===== src/design/vertex_record_unpacker_assert.svh =====
// ----------------------------------------------------------------------------
// vertex_record_unpacker_assert.svh
// Assertion macros shared by the vertex record unpacker modules
// ----------------------------------------------------------------------------
`ifndef VERTEX_RECORD_UNPACKER_ASSERT_SVH
`define VERTEX_RECORD_UNPACKER_ASSERT_SVH

`ifndef NO_ASSERTIONS

// property must hold on every rising clock edge outside reset
`define VRU_ASSERT(lbl, clk, rst_n, prop, msg) \
  lbl: assert property (@(posedge clk) disable iff (!rst_n) (prop)) else $error(msg);

// same-cycle implication
`define VRU_ASSERT_IMP(lbl, clk, rst_n, ante, cons, msg) \
  lbl: assert property (@(posedge clk) disable iff (!rst_n) (ante) |-> (cons)) else $error(msg);

// next-cycle implication
`define VRU_ASSERT_NXT(lbl, clk, rst_n, ante, cons, msg) \
  lbl: assert property (@(posedge clk) disable iff (!rst_n) (ante) |=> (cons)) else $error(msg);

`else

`define VRU_ASSERT(lbl, clk, rst_n, prop, msg)
`define VRU_ASSERT_IMP(lbl, clk, rst_n, ante, cons, msg)
`define VRU_ASSERT_NXT(lbl, clk, rst_n, ante, cons, msg)

`endif

`endif


===== src/design/vru_pkg.sv =====
// ----------------------------------------------------------------------------
// vru_pkg
// Types, constants and helpers of the vertex record unpacker
// ----------------------------------------------------------------------------
package vru_pkg;

  localparam int MAX_UV_LAYERS    = 5;
  localparam int NORMAL_FRAC_BITS = 14;

  localparam int REC_DEPTH    = 32 + 4 * MAX_UV_LAYERS;
  localparam int POS_W        = $clog2(REC_DEPTH);
  localparam int STRIDE_W     = POS_W + 1;
  localparam int WORD_W       = POS_W - 2;
  localparam int LAYER_W      = 4;
  localparam int BASE_STRIDE  = 28;
  localparam int FIXED_BYTES  = 28;
  localparam int REGION_BASE  = 24;
  localparam int REGION_WORDS = MAX_UV_LAYERS + 2;
  localparam int RAM_AW       = $clog2(REGION_WORDS);

  localparam int CFG_IDX_W  = 3;
  localparam int CFG_DATA_W = 32;

  localparam logic signed [31:0] UV_MULTIPLY_RESET = 32'sd8192;

  // 2^F = K*255 + R splits the unorm scaling into an exact and a small part
  localparam logic [31:0] UNORM_K = 32'((1 << NORMAL_FRAC_BITS) / 255);
  localparam logic [31:0] UNORM_R = 32'((1 << NORMAL_FRAC_BITS) % 255);

  typedef enum logic [CFG_IDX_W-1:0] {
    CFG_HAS_COLOR   = 3'd0,
    CFG_UV_LAYERS   = 3'd1,
    CFG_SELECTED_UV = 3'd2,
    CFG_UV_MODE     = 3'd3,
    CFG_UV_MULTIPLY = 3'd4,
    CFG_UV_OFFSET   = 3'd5
  } cfg_idx_t;

  typedef struct packed {
    logic               has_color;
    logic [2:0]         uv_layer_count;
    logic [2:0]         selected_uv;
    logic               uv_mode;
    logic signed [31:0] uv_multiply;
    logic signed [31:0] uv_offset;
  } cfg_t;

  typedef struct packed {
    logic [7:0] data_byte;
    logic       buffer_start;
  } in_t;

  typedef struct packed {
    logic [31:0]        position_x;
    logic [31:0]        position_y;
    logic [31:0]        position_z;
    logic [47:0]        normal_packed;
    logic [47:0]        tangent_packed;
    logic               handedness;
    logic signed [31:0] uv_u;
    logic signed [31:0] uv_v;
    logic               uv_valid;
    logic [31:0]        color_bgra;
    logic [31:0]        bone_indices;
    logic [31:0]        bone_weights;
  } out_t;

  // one complete record as handed from capture to decode
  typedef struct packed {
    logic [31:0] pos_x;
    logic [31:0] pos_y;
    logic [31:0] pos_z;
    logic [31:0] weights;
    logic [31:0] indices;
    logic [23:0] normal_bytes;
    logic        hand_bit;
    logic [31:0] color;
    logic [23:0] tangent_bytes;
    logic [31:0] uv_word;
  } rec_t;

  function automatic logic [LAYER_W-1:0] clamp_layers(input logic [2:0] cnt);
    return (LAYER_W'(cnt) > LAYER_W'(MAX_UV_LAYERS)) ? LAYER_W'(MAX_UV_LAYERS)
                                                    : LAYER_W'(cnt);
  endfunction

endpackage


===== src/design/vru_ram.sv =====
// ----------------------------------------------------------------------------
// vru_ram
// Generic single-write, single-read RAM with registered read data
// ----------------------------------------------------------------------------
module vru_ram #(
  parameter int WIDTH = 32,
  parameter int DEPTH = 8
) (
  input  logic                     clk,
  input  logic                     wr_en,
  input  logic [$clog2(DEPTH)-1:0] wr_addr,
  input  logic [WIDTH-1:0]         wr_data,
  input  logic                     rd_en,
  input  logic [$clog2(DEPTH)-1:0] rd_addr,
  output logic [WIDTH-1:0]         rd_data
);

  logic [WIDTH-1:0] mem_r [DEPTH];
  logic [WIDTH-1:0] rd_data_r;

  always_ff @(posedge clk) begin
    if (wr_en) begin
      mem_r[wr_addr] <= wr_data;
    end
    if (rd_en) begin
      rd_data_r <= mem_r[rd_addr];
    end
  end

  assign rd_data = rd_data_r;

endmodule


===== src/design/vru_capture.sv =====
// ----------------------------------------------------------------------------
// vru_capture
// Byte position tracking, record byte storage and record snapshot
// ----------------------------------------------------------------------------
`include "vertex_record_unpacker_assert.svh"

module vru_capture (
  input  logic          clk,
  input  logic          rst_n,
  input  logic          in_valid,
  output logic          in_stall,
  input  vru_pkg::in_t  in_data,
  input  vru_pkg::cfg_t cfg,
  output logic          rec_valid,
  input  logic          rec_ready,
  output vru_pkg::rec_t rec
);

  localparam int PW = vru_pkg::POS_W;
  localparam int SW = vru_pkg::STRIDE_W;
  localparam int WW = vru_pkg::WORD_W;
  localparam int AW = vru_pkg::RAM_AW;

  logic [vru_pkg::LAYER_W-1:0] layers;
  logic [SW-1:0]               stride;
  logic [PW-1:0]               pos_in;
  logic                        done_in;
  logic                        in_accept;

  logic [PW-1:0] bp_r, bp_nxt;
  logic          s1_v_r, s1_v_nxt;
  logic [7:0]    s1_byte_r;
  logic [PW-1:0] s1_pos_r;
  logic          s1_done_r;
  logic          s1_go;

  logic [7:0]  fix_r [vru_pkg::FIXED_BYTES];
  logic [7:0]  asm_r [3];
  logic [23:0] asm_word;
  logic [WW-1:0] pos_word;
  logic [WW-1:0] tan_word;
  logic          tan_from_asm;

  logic          ram_we;
  logic [AW-1:0] ram_waddr;
  logic [31:0]   ram_wdata;
  logic          ram_re;
  logic [AW-1:0] uv_raddr;
  logic [AW-1:0] tan_raddr;
  logic [31:0]   uv_rdata;
  logic [31:0]   tan_rdata;

  logic          s2_v_r, s2_v_nxt;
  logic          s2_load;
  logic          s2_free;
  vru_pkg::rec_t s2_rec_r;
  logic          s2_tan_asm_r;
  logic [23:0]   s2_tan_bytes_r;

  // position and record end are settled when the byte is taken
  assign layers  = vru_pkg::clamp_layers(cfg.uv_layer_count);
  assign stride  = SW'(vru_pkg::BASE_STRIDE) + (SW'(cfg.has_color) << 2) + (SW'(layers) << 2);
  assign pos_in  = in_data.buffer_start ? '0 : bp_r;
  assign done_in = (SW'(pos_in) + SW'(1)) >= stride;

  assign s2_free   = !s2_v_r || rec_ready;
  assign s1_go     = s1_v_r && (!s1_done_r || s2_free);
  assign in_stall  = s1_v_r && !s1_go;
  assign in_accept = in_valid && !in_stall;

  always_comb begin
    bp_nxt = bp_r;
    if (in_accept) begin
      bp_nxt = done_in ? '0 : pos_in + PW'(1);
    end
  end

  always_comb begin
    s1_v_nxt = s1_v_r;
    if (in_accept) begin
      s1_v_nxt = 1'b1;
    end else if (s1_go) begin
      s1_v_nxt = 1'b0;
    end
  end

  always_ff @(posedge clk) begin
    if (!rst_n) begin
      bp_r   <= '0;
      s1_v_r <= 1'b0;
    end else begin
      bp_r   <= bp_nxt;
      s1_v_r <= s1_v_nxt;
    end
  end

  always_ff @(posedge clk) begin
    if (in_accept) begin
      s1_byte_r <= in_data.data_byte;
      s1_pos_r  <= pos_in;
      s1_done_r <= done_in;
    end
  end

  // fixed part of the record lives in its own byte registers
  always_ff @(posedge clk) begin
    if (s1_go && (SW'(s1_pos_r) < SW'(vru_pkg::FIXED_BYTES))) begin
      fix_r[s1_pos_r[4:0]] <= s1_byte_r;
    end
  end

  // lower three bytes of the word being gathered
  always_ff @(posedge clk) begin
    if (s1_go && (s1_pos_r[1:0] != 2'd3)) begin
      asm_r[s1_pos_r[1:0]] <= s1_byte_r;
    end
  end

  assign asm_word = {asm_r[2], asm_r[1], asm_r[0]};

  // word index within the colour/uv/tangent region
  assign pos_word     = s1_pos_r[PW-1:2] - WW'(vru_pkg::REGION_BASE / 4);
  assign tan_word     = WW'(cfg.has_color) + WW'(layers);
  assign tan_from_asm = (pos_word == tan_word);

  assign ram_we    = s1_go && (SW'(s1_pos_r) >= SW'(vru_pkg::REGION_BASE))
                     && (s1_pos_r[1:0] == 2'd3);
  assign ram_waddr = AW'(pos_word);
  assign ram_wdata = {s1_byte_r, asm_word};
  assign ram_re    = s1_go && s1_done_r;
  assign uv_raddr  = AW'(WW'(cfg.has_color) + WW'(cfg.selected_uv));
  assign tan_raddr = AW'(tan_word);

  vru_ram #(
    .WIDTH (32),
    .DEPTH (vru_pkg::REGION_WORDS)
  ) u_uv_ram (
    .clk     (clk),
    .wr_en   (ram_we),
    .wr_addr (ram_waddr),
    .wr_data (ram_wdata),
    .rd_en   (ram_re),
    .rd_addr (uv_raddr),
    .rd_data (uv_rdata)
  );

  vru_ram #(
    .WIDTH (32),
    .DEPTH (vru_pkg::REGION_WORDS)
  ) u_tan_ram (
    .clk     (clk),
    .wr_en   (ram_we),
    .wr_addr (ram_waddr),
    .wr_data (ram_wdata),
    .rd_en   (ram_re),
    .rd_addr (tan_raddr),
    .rd_data (tan_rdata)
  );

  assign s2_load = s1_go && s1_done_r;

  always_comb begin
    s2_v_nxt = s2_v_r;
    if (s2_load) begin
      s2_v_nxt = 1'b1;
    end else if (rec_ready) begin
      s2_v_nxt = 1'b0;
    end
  end

  always_ff @(posedge clk) begin
    if (!rst_n) begin
      s2_v_r <= 1'b0;
    end else begin
      s2_v_r <= s2_v_nxt;
    end
  end

  // snapshot so a following record may refill the byte registers
  always_ff @(posedge clk) begin
    if (s2_load) begin
      s2_rec_r.pos_x        <= {fix_r[3], fix_r[2], fix_r[1], fix_r[0]};
      s2_rec_r.pos_y        <= {fix_r[7], fix_r[6], fix_r[5], fix_r[4]};
      s2_rec_r.pos_z        <= {fix_r[11], fix_r[10], fix_r[9], fix_r[8]};
      s2_rec_r.weights      <= {fix_r[15], fix_r[14], fix_r[13], fix_r[12]};
      s2_rec_r.indices      <= {fix_r[19], fix_r[18], fix_r[17], fix_r[16]};
      s2_rec_r.normal_bytes <= {fix_r[22], fix_r[21], fix_r[20]};
      s2_rec_r.hand_bit     <= fix_r[23][7];
      s2_rec_r.color        <= {fix_r[27], fix_r[26], fix_r[25], fix_r[24]};
      s2_rec_r.tangent_bytes <= '0;
      s2_rec_r.uv_word      <= '0;
      s2_tan_asm_r          <= tan_from_asm;
      s2_tan_bytes_r        <= asm_word;
    end
  end

  always_comb begin
    rec               = s2_rec_r;
    rec.tangent_bytes = s2_tan_asm_r ? s2_tan_bytes_r : tan_rdata[23:0];
    rec.uv_word       = uv_rdata;
  end

  assign rec_valid = s2_v_r;

  `VRU_ASSERT(a_bp_range, clk, rst_n, (SW'(bp_r) < SW'(vru_pkg::REC_DEPTH)), "byte position beyond record depth")
  `VRU_ASSERT_IMP(a_done_pos, clk, rst_n, s1_v_r && s1_done_r, (SW'(s1_pos_r) >= SW'(vru_pkg::BASE_STRIDE - 1)), "record closed before minimum stride")
  `VRU_ASSERT_NXT(a_s2_hold, clk, rst_n, s2_v_r && !rec_ready, s2_v_r, "pending record lost while held")

endmodule


===== src/design/vru_decode.sv =====
// ----------------------------------------------------------------------------
// vru_decode
// Field decode of a complete record into the result register
// ----------------------------------------------------------------------------
`include "vertex_record_unpacker_assert.svh"

module vru_decode (
  input  logic          clk,
  input  logic          rst_n,
  input  logic          rec_valid,
  output logic          rec_ready,
  input  vru_pkg::rec_t rec,
  input  vru_pkg::cfg_t cfg,
  output logic          out_valid,
  input  logic          out_stall,
  output vru_pkg::out_t out_data
);

  // round((2v-255) * 2^F / 255) using the exact K part plus a small reciprocal
  function automatic logic [15:0] unorm_dec(input logic [7:0] v);
    logic [7:0]  mag;
    logic [31:0] hi;
    logic [31:0] y;
    logic [31:0] lo;
    logic [31:0] q;
    mag = {v[7] ? v[6:0] : ~v[6:0], 1'b1};
    hi  = 32'(mag) * vru_pkg::UNORM_K;
    y   = 32'(mag) * vru_pkg::UNORM_R + 32'd127;
    lo  = ((y + 32'd1) * 32'd257) >> 16;
    q   = hi + lo;
    return v[7] ? q[15:0] : 16'(32'd0 - q);
  endfunction

  function automatic logic [47:0] unorm_triple(input logic [23:0] b);
    return {unorm_dec(b[23:16]), unorm_dec(b[15:8]), unorm_dec(b[7:0])};
  endfunction

  function automatic logic signed [31:0] uv_dec(
    input logic [15:0]        raw,
    input logic               mode,
    input logic signed [31:0] mult,
    input logic signed [31:0] offs
  );
    logic signed [15:0] s;
    logic signed [47:0] p;
    logic signed [47:0] pr;
    logic signed [40:0] r;
    s  = raw;
    p  = s * mult;
    pr = p + 48'sd128;
    // arithmetic shift by eight floors toward minus infinity
    r  = {pr[47], pr[47:8]} + {{9{offs[31]}}, offs};
    if (!mode) begin
      return {{11{raw[15]}}, raw, 5'b0};
    end else if (r[40:31] == {10{r[40]}}) begin
      return r[31:0];
    end else begin
      return r[40] ? {1'b1, 31'd0} : {1'b0, {31{1'b1}}};
    end
  endfunction

  logic [vru_pkg::LAYER_W-1:0] layers;
  logic                        uv_ok;
  logic                        load;
  logic                        out_valid_r, out_valid_nxt;
  vru_pkg::out_t               out_data_r;
  vru_pkg::out_t               out_data_nxt;

  assign layers    = vru_pkg::clamp_layers(cfg.uv_layer_count);
  assign uv_ok     = vru_pkg::LAYER_W'(cfg.selected_uv) < layers;
  assign rec_ready = !out_valid_r || !out_stall;
  assign load      = rec_valid && rec_ready;

  always_comb begin
    out_data_nxt.position_x     = rec.pos_x;
    out_data_nxt.position_y     = rec.pos_y;
    out_data_nxt.position_z     = rec.pos_z;
    out_data_nxt.normal_packed  = unorm_triple(rec.normal_bytes);
    out_data_nxt.tangent_packed = unorm_triple(rec.tangent_bytes);
    out_data_nxt.handedness     = rec.hand_bit;
    out_data_nxt.uv_valid       = uv_ok;
    if (uv_ok) begin
      out_data_nxt.uv_u = uv_dec(rec.uv_word[15:0], cfg.uv_mode, cfg.uv_multiply,
                                 cfg.uv_offset);
      out_data_nxt.uv_v = uv_dec(rec.uv_word[31:16], cfg.uv_mode, cfg.uv_multiply,
                                 cfg.uv_offset);
    end else begin
      out_data_nxt.uv_u = '0;
      out_data_nxt.uv_v = '0;
    end
    out_data_nxt.color_bgra   = cfg.has_color ? rec.color : 32'd0;
    out_data_nxt.bone_indices = rec.indices;
    out_data_nxt.bone_weights = rec.weights;
  end

  always_comb begin
    out_valid_nxt = out_valid_r;
    if (load) begin
      out_valid_nxt = 1'b1;
    end else if (!out_stall) begin
      out_valid_nxt = 1'b0;
    end
  end

  always_ff @(posedge clk) begin
    if (!rst_n) begin
      out_valid_r <= 1'b0;
    end else begin
      out_valid_r <= out_valid_nxt;
    end
  end

  always_ff @(posedge clk) begin
    if (load) begin
      out_data_r <= out_data_nxt;
    end
  end

  assign out_valid = out_valid_r;
  assign out_data  = out_data_r;

  `VRU_ASSERT_IMP(a_uv_zero, clk, rst_n, out_valid_r && !out_data_r.uv_valid, (out_data_r.uv_u == 32'sd0) && (out_data_r.uv_v == 32'sd0), "uv fields not cleared for missing layer")
  `VRU_ASSERT_NXT(a_load_shows, clk, rst_n, load, out_valid_r, "loaded vertex not presented")
  `VRU_ASSERT_IMP(a_ready_free, clk, rst_n, !out_valid_r, rec_ready, "empty result register refuses a record")

endmodule


===== src/design/vertex_record_unpacker.sv =====
// ----------------------------------------------------------------------------
// vertex_record_unpacker
// Byte-stream vertex buffer to decoded vertex converter
// ----------------------------------------------------------------------------
// Takes one buffer byte per clock and emits one decoded vertex for each
// complete record (stride 28 bytes, plus 4 with colour, plus 4 per uv layer).
// Input rate is one byte per cycle, set by the byte-wide input channel; the
// block only stalls input when the result register holds a vertex that is not
// taken and the record stage behind it is also full. A vertex passes the byte
// stage, record snapshot and result register. A buffer_start request begins a
// new record and drops any partial one. Registers are written by the user via
// the cfg port while no record is in flight; the block does not enforce this.
// ----------------------------------------------------------------------------
module vertex_record_unpacker (
  input  logic                             clk,
  input  logic                             rst_n,
  input  logic                             in_valid,
  output logic                             in_stall,
  input  vru_pkg::in_t                     in_data,
  output logic                             out_valid,
  input  logic                             out_stall,
  output vru_pkg::out_t                    out_data,
  input  logic                             cfg_we,
  input  logic [vru_pkg::CFG_IDX_W-1:0]    cfg_index,
  input  logic [vru_pkg::CFG_DATA_W-1:0]   cfg_wdata
);

  vru_pkg::cfg_t cfg_r, cfg_nxt;
  vru_pkg::rec_t rec;
  logic          rec_valid;
  logic          rec_ready;

  always_comb begin
    cfg_nxt = cfg_r;
    if (cfg_we) begin
      unique case (vru_pkg::cfg_idx_t'(cfg_index))
        vru_pkg::CFG_HAS_COLOR:   cfg_nxt.has_color      = cfg_wdata[0];
        vru_pkg::CFG_UV_LAYERS:   cfg_nxt.uv_layer_count = cfg_wdata[2:0];
        vru_pkg::CFG_SELECTED_UV: cfg_nxt.selected_uv    = cfg_wdata[2:0];
        vru_pkg::CFG_UV_MODE:     cfg_nxt.uv_mode        = cfg_wdata[0];
        vru_pkg::CFG_UV_MULTIPLY: cfg_nxt.uv_multiply    = cfg_wdata[31:0];
        vru_pkg::CFG_UV_OFFSET:   cfg_nxt.uv_offset      = cfg_wdata[31:0];
        default: begin
        end
      endcase
    end
  end

  always_ff @(posedge clk) begin
    if (!rst_n) begin
      cfg_r.has_color      <= 1'b0;
      cfg_r.uv_layer_count <= '0;
      cfg_r.selected_uv    <= '0;
      cfg_r.uv_mode        <= 1'b0;
      cfg_r.uv_multiply    <= vru_pkg::UV_MULTIPLY_RESET;
      cfg_r.uv_offset      <= '0;
    end else begin
      cfg_r <= cfg_nxt;
    end
  end

  vru_capture u_capture (
    .clk       (clk),
    .rst_n     (rst_n),
    .in_valid  (in_valid),
    .in_stall  (in_stall),
    .in_data   (in_data),
    .cfg       (cfg_r),
    .rec_valid (rec_valid),
    .rec_ready (rec_ready),
    .rec       (rec)
  );

  vru_decode u_decode (
    .clk       (clk),
    .rst_n     (rst_n),
    .rec_valid (rec_valid),
    .rec_ready (rec_ready),
    .rec       (rec),
    .cfg       (cfg_r),
    .out_valid (out_valid),
    .out_stall (out_stall),
    .out_data  (out_data)
  );

endmodule

===== config.mk =====
export PLATFORM = sky130hd
export DESIGN_NAME = vertex_record_unpacker
export DESIGN_NICKNAME = d
export VERILOG_FILES = /design/src/design/vru_pkg.sv /design/src/design/vru_ram.sv /design/src/design/vru_capture.sv /design/src/design/vru_decode.sv /design/src/design/vertex_record_unpacker.sv
export VERILOG_INCLUDE_DIRS = /design/src /design/src/design
export SDC_FILE = /design/constraint.sdc
export NUM_CORES = 2
export LEC_CHECK = 0
export ABC_AREA = 1
export BUFFER_PORTS_ARGS = -buffer_cell sky130_fd_sc_hd__buf_2
export CORE_UTILIZATION = 57
export CTS_CLUSTER_SIZE = 10
export DETAILED_ROUTE_END_ITERATION = 12
export PLACE_DENSITY_LB_ADDON = 0.05
export SYNTH_ARGS = -nofsm -noshare
export SYNTH_HDL_FRONTEND = slang
export SYNTH_SLANG_ARGS = --single-unit

===== constraint.sdc =====
create_clock -name clk -period 20.8 [get_ports clk]
set_clock_uncertainty 0.05 [all_clocks]
set_input_delay 2.08 -clock clk [delete_from_list [all_inputs] [get_ports clk]]
set_output_delay 2.08 -clock clk [all_outputs]
set_load 0.01 [all_outputs]

==> run summary <==
clock sinks: 1,213
WP data required: 21.27 ns
Cell Area, Synth: 0.0914 mm2
final WL: 269,000 um
asr flop ratio synth: 0
WL/cell: 21.9 um
Die Span X: 402 um
synth warn: 0
initial antenna violation count: 13
Max stage delay on crit path: 1.02 ns
post-synthesis sequential area ratio: 0.390
Hold Crit Start: u_capture.fix_r[22][5]
TNS Setup: 0 ns
r2r endpoint: u_decode.out_data[154]
WP data arrival: 11.65 ns
post-place setup slack: 9.79 ns
GP Congestion: 0.977
Crit Reg-Reg Startpoint: cfg_r[54]
CTS clk-pin slew, worst paths: 0.05 ns
Die ar.: 0.162 mm2
Max-slew headroom: 0.209
vias post-DR: 67,053
Hold Path Depth: 0
#FFs+latches synth: 1,213
multi-input logic area: 0.0459 mm2
VDD IR-drop max: 0.0945 mV
Register-to-Register Path Depth: 42
I/O pin total: 405
Final setup viols: 0
initial core utilization: 0.575
worst setup path category: reg -> reg
synthesis-to-layout area growth: 9.04%
CTS tree: done
Critical Path Start: cfg_r[54]
dpl cells: 12,044
via/cell ratio: 5.47
CP max FO: 33
clock latency on the worst-skew pair: 0.81 ns
pin count of the biggest net entering global routing: 119
cts bufs inserted: 143
HPWL after DPL: 198,000 um
Worst Tran Pin Value: 1.19 ns
Worst Setup End Kind: register
drt first pass iters: 6
min Tclk post-route: 11.18 ns
RSZ-0062 raised after global routing: no
FMAX: 0.0895 GHz
maxcap violations: 0
CTS resizes: 0
R2R Setup Slk: 9.62 ns
Reg area: 0.0356 mm2
Longest Clk Path Bufs: 3
cells after synthesis: 9,842
final worst path period share: 0.537
Netlist cell types: 61
master of the slowest instance on the critical path: dfxtp_2
Post-CTS Setup Bufs: 0
Non-Filler Instances: 12,255
PnR worst setup slack: 9.62 ns
# rows: 146
P_leak: 47.8 nW
run status: finished clean
Final Max Slew Viols: 0
antenna-violating nets left: 0
vias in the first global route: 67,835
gr usage total: 0.337
Fill cells: 13,279
Hold EP: u_capture.rec[110]
drt drc: 0
DR iter-0 viols: 6,127
core area: 0.159 mm2
hold buffers post-CTS: 0
Post-synth EDFFs: 1,132
Power Density: 87.0 mW/mm2
most used cell, CP: nand2_1
fin util: 0.627
grt ovf: 0
final net count: 11,496
fraction of layout cells with a size suffix above 1: 0.0834
first-pass GRT wire length: 408,000 um
DIE HEIGHT: 402 um
synthesized area per cell: 9.28 um2
Root Buffer Master: clkbuf_16
Final Hold Viols: 0
dominant synthesized flop cell: edfxtp_1
CP startpoint kind: register
htree depth: 4
Hold/Removal Path Class: reg -> reg
IO Port Bufs: 404
-- through the flow --
step	total power, mW	hold WS [ns]	instance area (um2)
3_3_place_gp	6.35	0.350	95300
3_5_place_dp	6.33	0.355	95300
5_1_grt	9.16	0.307	99600
4_1_cts	8.65	0.310	99600
2_1_floorplan	5.25	0.350	91400
6_report	8.67	0.320	99600
-- layout by cell type, fill, tap and decap left out, types with 79 or more instances in the layout --
| master | synthesis | final |
|---|---|---|
| a21oi_1 | 359 | 358 |
| buf_2 | 24 | 404 |
| buf_4 | 10 | 110 |
| clkbuf_16 | 0 | 143 |
| dfxtp_1 | 81 | 79 |
| edfxtp_1 | 1132 | 1132 |
| fa_1 | 981 | 981 |
| ha_1 | 349 | 347 |
| inv_1 | 2212 | 2209 |
| nand2_1 | 2250 | 2250 |
| nand3_1 | 247 | 247 |
| nand4_1 | 91 | 91 |
| nor2_1 | 647 | 639 |
| o21ai_0 | 464 | 464 |
| xnor2_1 | 101 | 100 |
| xor2_1 | 178 | 175 |
-- metal layers --
layer / wire length [um] / GRT usage / share of wire / vias up
met5: 29 / 0 / 0.00011 / -
met3: 26000 / 0.0758 / 0.097 / 458
met4: 9780 / 0.117 / 0.036 / 4
li1: - / - / - / 30686
met1: 110000 / 0.462 / 0.41 / 33096
met2: 123000 / 0.531 / 0.46 / 2809
-- worst max path at each step --
stage | end | cells past startpoint
6_report | u_decode.out_data[154] | 42
5_1_grt | u_decode.out_data[109] | 42
4_1_cts | u_decode.out_data[154] | 42
3_5_place_dp | u_decode.out_data[148] | 42
3_3_place_gp | u_decode.out_data[138] | 42
2_1_floorplan | u_decode.out_data[0] | 1
-- state kept, by name, summed over array words and instances (netlist names), 8 cells and up --
name,cells
u_decode.out_data,354
cfg_r,72
u_capture.s1_byte_r,8
u_capture.fix_r,217
u_capture.s2_tan_bytes_r,24
u_capture.u_tan_ram.rd_data,24
u_capture.asm_r,24
u_capture.u_uv_ram.mem_r,64
u_capture.rec,217
u_capture.u_uv_ram.rd_data,32
u_capture.u_tan_ram.mem_r,160
-- critical path, delay by kind of cell (launching register included) --
family                     cells  cell delay [ns]
and+or+nand+nor               25             5.01
adders and majority gates      8             3.87
DFF                            1             1.02
AOI/OAI and AO/OA              1             0.44
buffers and inverters          7             0.36
xor gates and xnor gates       1             0.13
-- synthesized netlist by cell type (101+ instances only) --
cell type	count	area [um2]
fa_1	981	19600
clkbuf_1	341	1280
edfxtp_1	1132	34000
ha_1	349	4370
xnor2_1	101	885
nand2_1	2250	8450
xor2_1	178	1560
inv_1	2212	8300
nor2_1	647	2430
a21oi_1	359	1800
o21ai_0	464	2320
nand3_1	247	1240
-- cell families after synthesis --
kind of cell	count (synthesis)	synth area share
buf+inv	2632	0.110
fa+ha+maj	1330	0.263
flops	1213	0.390
simple gates	3405	0.151
compound gates	969	0.0567
xor+xnor	292	0.0292
other cells	1	0.0000410
-- power by group --
| group | total (mW) | internal (mW) | leakage, nW | switching [mW] |
|---|---|---|---|---|
| combinational | 3.64 | 1.10 | 34.9 | 2.54 |
| clock | 2.30 | 1.29 | 2.03 | 1.00 |
| sequential | 2.73 | 2.71 | 10.9 | 0.0249 |
-- final cells by class --
class | instances | area share
Antenna cell | 4 | 0.000100
Clock buffer | 184 | 0.0377
Clock inverter | 23 | 0.00529
Inverter | 2231 | 0.0842
Multi-Input combinational cell | 6014 | 0.461
Sequential cell | 1213 | 0.358
Tap cell | 2072 | 0.0260
Timing Repair Buffer | 514 | 0.0286
No activity file was read; power rests on OpenSTA's default activity.
